**config.mk**
```make
export PLATFORM = sky130hd
export DESIGN_NAME = nsfc_line_tracker
export DESIGN_NICKNAME = d
export VERILOG_FILES = /design/src/nsfc_pkg.sv /design/src/nsfc_line_tracker.sv
export SDC_FILE = /design/constraint.sdc
export NUM_CORES = 1
export LEC_CHECK = 0
export ABC_AREA = 1
export BUFFER_PORTS_ARGS = -buffer_cell sky130_fd_sc_hd__buf_2
export CAP_MARGIN = 20
export CORE_MARGIN = 3
export CORE_UTILIZATION = 31
export CTS_BUF_LIST = sky130_fd_sc_hd__clkbuf_16
export DETAILED_ROUTE_END_ITERATION = 8
export PLACE_DENSITY = 0.54
export SETUP_SLACK_MARGIN = 0.3
export SYNTH_ARGS = -nofsm -noshare
export SYNTH_HDL_FRONTEND = slang
export SYNTH_SLANG_ARGS = --single-unit
```
**constraint.sdc**
```tcl
create_clock -name i_clk -period 2.65 [get_ports i_clk]
set_input_delay 0.265 -clock i_clk [delete_from_list [all_inputs] [get_ports i_clk]]
set_output_delay 0.265 -clock i_clk [all_outputs]
set_load 0.01 [all_outputs]
```
**src/nsfc_pkg.sv**
```systemverilog
package nsfc_pkg;

    localparam int HEADER_LEN = 6;
    localparam int CHAR_W     = 8;
    localparam int COUNT_W    = 8;
    localparam int KIND_W     = 3;

    localparam logic [COUNT_W-1:0] MAX_LINE_LEN_RST = 8'd128;

    // sentence kind codes
    localparam logic [KIND_W-1:0] KIND_OTHER = 3'd0;
    localparam logic [KIND_W-1:0] KIND_GPRMC = 3'd1;
    localparam logic [KIND_W-1:0] KIND_GPGSA = 3'd2;
    localparam logic [KIND_W-1:0] KIND_GPGGA = 3'd3;
    localparam logic [KIND_W-1:0] KIND_PMT   = 3'd4;

    // special characters
    localparam logic [CHAR_W-1:0] CH_NUL    = 8'h00;
    localparam logic [CHAR_W-1:0] CH_LF     = 8'h0A;
    localparam logic [CHAR_W-1:0] CH_CR     = 8'h0D;
    localparam logic [CHAR_W-1:0] CH_DOLLAR = 8'h24;
    localparam logic [CHAR_W-1:0] CH_STAR   = 8'h2A;

    typedef logic [CHAR_W-1:0] t_char;
    typedef t_char [HEADER_LEN-1:0] t_header;

    localparam t_header HDR_GPRMC = {8'h43, 8'h4D, 8'h52, 8'h50, 8'h47, 8'h24};
    localparam t_header HDR_GPGSA = {8'h41, 8'h53, 8'h47, 8'h50, 8'h47, 8'h24};
    localparam t_header HDR_GPGGA = {8'h41, 8'h47, 8'h47, 8'h50, 8'h47, 8'h24};
    localparam t_char   CH_P = 8'h50;
    localparam t_char   CH_M = 8'h4D;
    localparam t_char   CH_T = 8'h54;

    // one finished line as seen by the output stage
    typedef struct packed {
        logic                has_result;
        logic [KIND_W-1:0]   sentence_kind;
        logic                checksum_ok;
        logic [COUNT_W-1:0]  line_length;
        logic [CHAR_W-1:0]   computed_checksum;
    } t_line_result;

    function automatic t_char hex_upper(input logic [3:0] nib);
        t_char c;
        if (nib < 4'd10) begin
            c = 8'h30 + {4'd0, nib};
        end else begin
            c = 8'h41 + {4'd0, nib} - 8'd10;
        end
        return c;
    endfunction

endpackage

```
**src/nsfc_line_tracker.sv**
```systemverilog
module nsfc_line_tracker
    import nsfc_pkg::*;
(
    input  logic               i_clk,
    input  logic               i_rst_n,
    input  logic               i_adv,
    input  t_char              i_byte,
    input  logic [COUNT_W-1:0] i_max_len,
    output t_line_result       o_result
);

    t_header            r_hdr,       n_hdr;
    logic [COUNT_W-1:0] r_count,     n_count;
    t_char              r_xor,       n_xor;
    logic               r_dollar,    n_dollar;
    logic               r_star,      n_star;
    logic               r_nul,       n_nul;
    logic [1:0]         r_dcnt,      n_dcnt;
    t_char              r_d0,        n_d0;
    t_char              r_d1,        n_d1;

    logic [KIND_W-1:0]  w_kind;
    logic               w_ok;
    logic               w_eol;

    always_comb begin
        if (r_hdr == HDR_GPRMC) begin
            w_kind = KIND_GPRMC;
        end else if (r_hdr == HDR_GPGSA) begin
            w_kind = KIND_GPGSA;
        end else if (r_hdr == HDR_GPGGA) begin
            w_kind = KIND_GPGGA;
        end else if (r_hdr[1] == CH_P && r_hdr[2] == CH_M && r_hdr[3] == CH_T) begin
            w_kind = KIND_PMT;
        end else begin
            w_kind = KIND_OTHER;
        end
    end

    assign w_ok = r_star && (r_xor != '0) && (r_dcnt >= 2'd2)
                  && (r_d0 == hex_upper(r_xor[7:4]))
                  && (r_d1 == hex_upper(r_xor[3:0]));

    assign w_eol = (i_byte == CH_CR) || (i_byte == CH_LF);

    always_comb begin
        o_result.has_result        = i_adv && w_eol && (r_count != '0);
        o_result.sentence_kind     = w_kind;
        o_result.checksum_ok       = w_ok;
        o_result.line_length       = r_count;
        o_result.computed_checksum = r_xor;
    end

    always_comb begin
        n_hdr    = r_hdr;
        n_count  = r_count;
        n_xor    = r_xor;
        n_dollar = r_dollar;
        n_star   = r_star;
        n_nul    = r_nul;
        n_dcnt   = r_dcnt;
        n_d0     = r_d0;
        n_d1     = r_d1;
        if (!w_eol) begin
            if (r_count < COUNT_W'(HEADER_LEN)) begin
                n_hdr[r_count[2:0]] = i_byte;
            end
            // checksum scan, frozen after a nul
            if (!r_nul) begin
                if (i_byte == CH_NUL) begin
                    n_nul = 1'b1;
                end else if (i_byte == CH_DOLLAR) begin
                    n_dollar = 1'b1;
                end else if (i_byte == CH_STAR) begin
                    n_star = r_dollar;
                end else if (r_dollar) begin
                    if (!r_star) begin
                        n_xor = r_xor ^ i_byte;
                    end else begin
                        if (r_dcnt == 2'd0) begin
                            n_d0 = i_byte;
                        end
                        if (r_dcnt == 2'd1) begin
                            n_d1 = i_byte;
                        end
                        if (r_dcnt != 2'd3) begin
                            n_dcnt = r_dcnt + 2'd1;
                        end
                    end
                end
            end
            n_count = r_count + COUNT_W'(1);
        end
        // line end or overlong line starts a fresh line
        if (w_eol || (n_count >= i_max_len)) begin
            n_hdr    = '0;
            n_count  = '0;
            n_xor    = '0;
            n_dollar = 1'b0;
            n_star   = 1'b0;
            n_nul    = 1'b0;
            n_dcnt   = '0;
            n_d0     = '0;
            n_d1     = '0;
        end
    end

    always_ff @(posedge i_clk) begin
        if (!i_rst_n) begin
            r_hdr    <= '0;
            r_count  <= '0;
            r_xor    <= '0;
            r_dollar <= 1'b0;
            r_star   <= 1'b0;
            r_nul    <= 1'b0;
            r_dcnt   <= '0;
            r_d0     <= '0;
            r_d1     <= '0;
        end else if (i_adv) begin
            r_hdr    <= n_hdr;
            r_count  <= n_count;
            r_xor    <= n_xor;
            r_dollar <= n_dollar;
            r_star   <= n_star;
            r_nul    <= n_nul;
            r_dcnt   <= n_dcnt;
            r_d0     <= n_d0;
            r_d1     <= n_d1;
        end
    end

endmodule

```
Word-level counts from Yosys, hierarchy flattened
Cells that the tools add are included.

word-level totals
  bits in latches = 0
  ROM bits = 0
  memories = 0
  output and inout port bits = 21
  register bits = 85
  word-level logic and storage cells = 145
  RAM bits = 0
  input port bits = 19

cells by class
  multiply operators = 0
  reduce and logical (&&, ||, !) cells = 31
  equality and inequality tests = 20
  add/sub/neg operators = 8
  order comparisons = 7
  bitwise logic cells = 1
  shift-type cells = 0
  divide/modulo/power cells = 0
  muxes and demuxes = 64

operators with widths
  operator              number
  $mux 8                31
  $eq 48x47->1 const B  3
  $mux 48               3
  $bwmux 48             1
  $reduce_and 9->1      3
  $demux 8 s3           1
  $eq 8x7->1 const B    3
  $mux 2                9
  $add 7x4->8 const A   2
  $eq 8x4->1 const B    2
  $eq 8x6->1 const B    2
  $eq 8x8->1            2
  $reduce_bool 2->1     8
  $reduce_bool 8->1     2
  $sub 8x4->8 const B   2
  $mux 1                15
  $add 6x4->7 const A   2
  $mux 3                4
  $ne 2x1->1 const B    6
  $logic_and 1x1->1     9
  $add 8x1->8 const B   1
  $ge 8x8->1            1
  $logic_not 8->1       1
  $lt 4x4->1 const B    2
  15 further kinds      16

Depth between registers and ports, before layout
  word-level depth = 10
  gate-level depth with buffers = 23
  mapped depth without buffers = 22

Least setup slack after synthesis
No wires, ideal clock.

  path type = reg-to-reg
  start point = reg r_count[0]
  end point = reg r_hdr[38] (netlist bit)
  setup time = 117 ps
  stages on the path, launching flop included = 21
  clock period less this slack = 2619 ps
  slack = 31 ps
  buffers on the path = 3
  data required time = 2533 ps
  arrival time = 2502 ps
  path through = dfxtp_1 buf_4 inv_1 nor3_1 xor2_1 nand2_1 nand2_1 inv_1 ha_1 nand2_1 nand2_1 nand2_1 nand2_1 a21oi_4 nand2_4 nand2_4 buf_6 nand2_2 buf_4 o21ai_0 nor2_1

on the way
  longest elaborated chain between the ends = 8

RTL lines
  element                                                              line                      RTL
  start: declaration                                                   nsfc_line_tracker.sv:13   logic [COUNT_W-1:0] r_count, n_count;
  start signal: assignment                                             nsfc_line_tracker.sv:121  r_count <= n_count;
  parallel branches: the longest is 8 deep, another holds $add 8x1->8  -
  end signal: assignment                                               nsfc_line_tracker.sv:120  r_hdr <= n_hdr;
  end: declaration                                                     nsfc_line_tracker.sv:12   t_header r_hdr, n_hdr;

Parallel ways; which one is timed is not known. The select of a mux whose other input is x is not followed.
A chain may end at the register's enable or synchronous reset.

Worst setup path in the final report
  start point = reg r_count[4]
  end point = reg r_hdr[43] (netlist bit)

on the way
  longest elaborated chain between the ends = 6

RTL lines
  element                                                           line                     RTL
  $add 8x1->8                                                       nsfc_line_tracker.sv:92  n_count = r_count + COUNT_W'(1);
  $mux 8                                                            nsfc_line_tracker.sv:64  if (!w_eol) begin
  $ge 8x8->1                                                        nsfc_line_tracker.sv:95  if (w_eol || (n_count >= i_max_len)) begin
  $logic_or 1x1->1                                                  nsfc_line_tracker.sv:95
  $ne 2x1->1 (no source line) or $reduce_bool 2->1 (tied branches)  -
  $reduce_and 3->1 (no source line)                                 -

Parallel ways exist; a longest one is shown, timed or not.

==> summary.txt <==
Clock transition at path regs: 60 ps
Slew Limit Fails: 0
drt first pass iters: 5
max incr delay on CP: 370 ps
CP startpoint: r_count[4]$_SDFFE_PN0P_
Synth Cell Area: 4930 um2
DRC viols: 0
Max Cap Viol: 0
Hold Crit Class: in2reg
clk root buf: clkbuf_16
WP data arrival: 2730 ps
final std cells w/o fill: 1,034
cell with the most instances after synthesis: nand2_1
crit-path leading delay family: simple AND/OR/NAND/NOR gates
H-tree depth: 3
GP Congestion: 0.814
total number of vias: 4,945
Filler Cells Inserted: 1,615
Mapped Nets: 753
reg2reg path depth: 20
Least-Margin Pin Slew: 613 ps
CTS sink cnt: 85
Final HPWL DP: 9.80 mm
ant diodes: 0
Seq/Total Area, Yosys: 34.5%
initial drt markers: 267
reg2reg end: r_hdr[43]$_SDFFE_PN0P_
Clock Latency Late Sink: 350 ps
CP max-delay cell: dfxtp_4
yosys warns: 0
PwrDens: 481 nW/um2
most common library cells after synthesis: nand2_1, nor2_1, dfxtp_1
Ports: 40
FF-to-FF Start: r_count[4]$_SDFFE_PN0P_
row count: 45
Setup crit end: r_hdr[43]$_SDFFE_PN0P_
synth top area cells: dfxtp_1, nand2_1, nor2_1
area delta synth->final: 36.0%
GRT Total Usage: 16.2%
buffer levels on the longest clock path: 2
RSZ-0062 raised after global routing: true
worst path bufs/invs: 6
total die area: 17,500 um2
Die H: 132 um
GRT Residual Overflow: 0
WL final: 14.0 mm
top_reg_cell synth: dfxtp_1
endpoint class of the critical path: register
area leader, netlist: dfxtp_1
Hold Vio Cnt, Final: 0
Initial Util: 32.1%
peak supply drop: 0.358 mV
Tcrit/Tclk final: 92.6%
status: complete, no violations
WP data required: 2930 ps
die width: 132 um
antenna violation net count after detailed routing: 0
DR vias/cell: 4.78
Final Setup Violations: 0
Placeable Area: 15,400 um2
post-route cell area: 6710 um2
Max Fclk: 0.408 GHz
initial antenna violation count: 0
fin util: 43.6%
synth unique cells: 37
critical path class: reg2reg
first-pass GRT wire length: 23.3 mm
Final Skew: 6.56 ps
Worst R2R Setup Slack: 200 ps
total CTS buffers: 9
layout cells sized above 1: 27.6%
nets@finish: 854
worst-path cell chain: buf_6 -> nand2_4 -> inv_2 -> nand4_1 -> xor2_1 -> nand2_1 -> nand2_1 -> inv_2 -> ha_4 -> nand2_2 -> inv_2 -> nand2_2 -> nand2_2 -> a21oi_4 -> nand2_4 -> buf_8 -> nor2_4 -> buf_6 -> nand3_1 -> a21oi_1
largest net degree at the start of global routing: 29
drt wl/cell: 13.6 um
Avg Inst Size Synth: 6.88 um2
min Tclk post-route: 2450 ps
ys async rst share: 0%
CP Depth: 20
Yosys reg bits: 85
Port Buffers: 39
top cell type's share of synthesized area: 34.5%
TritonCTS clock tree: done
placed cells: 1,001
Setup crit start kind: register
vias in the first global route: 4,610
crit-path max FO: 5
cts hold-fix bufs: 0
Placed Instance Area: 5870 um2
leakage: 2.93 nW
Mapped Cells: 717
Post-synth EDFFs: 0
relative slew slack: 59.1%
## per-stage QoR
step | total power (W) | setup WS [ps] | hold slack, ps | TNS [ps]
after floorplan | 0.00159 | 244 | 452 | 0
after global placement | 0.00175 | -150 | 463 | -4020
after detailed placement | 0.00175 | -188 | 469 | -6440
after CTS | 0.00324 | 117 | 309 | 0
after global routing | 0.00337 | 10.6 | 357 | 0
final | 0.00323 | 196 | 335 | 0
## cell type report
| cell class | instances | area (um2) | area share [%] |
|---|---|---|---|
| Multi-Input combinational cell | 527 | 3130 | 46.7 |
| Sequential cell | 85 | 1730 | 25.7 |
| Timing Repair Buffer | 118 | 946 | 14.1 |
| Inverter | 77 | 299 | 4.46 |
| Tap cell | 211 | 264 | 3.94 |
| Clock buffer | 9 | 225 | 3.36 |
| Clock inverter | 7 | 115 | 1.72 |
## worst min-delay path by stage
stage | slack [ps] | start | endpoint | cells past startpoint
2_1_floorplan | 450 | r_d0[6]$_SDFFE_PN0P_ | r_d0[6]$_SDFFE_PN0P_ | 2
3_3_place_gp | 460 | r_nul$_SDFFE_PN0P_ | r_nul$_SDFFE_PN0P_ | 2
3_5_place_dp | 470 | r_d0[6]$_SDFFE_PN0P_ | r_d0[6]$_SDFFE_PN0P_ | 2
4_1_cts | 310 | i_rst_n | r_hdr[31]$_SDFFE_PN0P_ | 3
5_1_grt | 360 | i_rst_n | r_hdr[29]$_SDFFE_PN0P_ | 3
6_report | 340 | i_rst_n | r_hdr[31]$_SDFFE_PN0P_ | 3
## power breakdown
group	switching (W)	internal, W
Sequential	0.0000284	0.00132
Clock	0.000536	0.000917
Combinational	0.000243	0.000186
Total	0.000808	0.00242
## placed cells by master (no fill, tap or decap), types with 11 or more instances in the layout
cell type,n
nor2_1,100
nand2_1,104
buf_2,39
o21a_1,36
buf_4,58
a21oi_1,35
xor2_1,18
ha_1,12
o21ai_0,30
nand2_2,11
nand4_1,17
inv_1,65
o21ai_1,17
nand3_1,53
inv_2,11
nor3_1,13
dfxtp_1,72
## routing by layer
metal	track usage, %	part of all wire (%)
met2	25.4	45
met4	5.48	1.8
met3	3.40	3.7
met5	0	0
met1	22.1	49
## cell families (layout without fill, tap and decap cells)
logic type / after synthesis / count (layout) / share of synthesized area, %
adder cells (fa/ha/maj): 17 / 17 / 4.31
XOR/XNOR: 21 / 21 / 3.73
buffers and inverters: 106 / 211 / 9.48
AND/OR/NAND/NOR: 346 / 347 / 31.0
AO/OA/AOI/OAI: 142 / 142 / 17.0
flip-flops: 85 / 85 / 34.5
## state kept, by name (all words and copies together), names as in the netlist
register,count
r_count,8
r_hdr,48
r_xor,8
r_dollar,1
r_star,1
r_dcnt,2
r_nul,1
r_d0,8
r_d1,8
## timing repair
item / CTS / global route
pin swaps: 27 / 26
endpoints found under the setup margin: 77 / 87
cloned: 0 / 3
resized for setup: 40 / 59
buffers inserted: 8 / 6
## tightest hold or removal path, stage by stage
cell and delay (ps):
buf_2 210, o21ai_1 110, nor2_1 50
(Power assumes the default switching activity.)
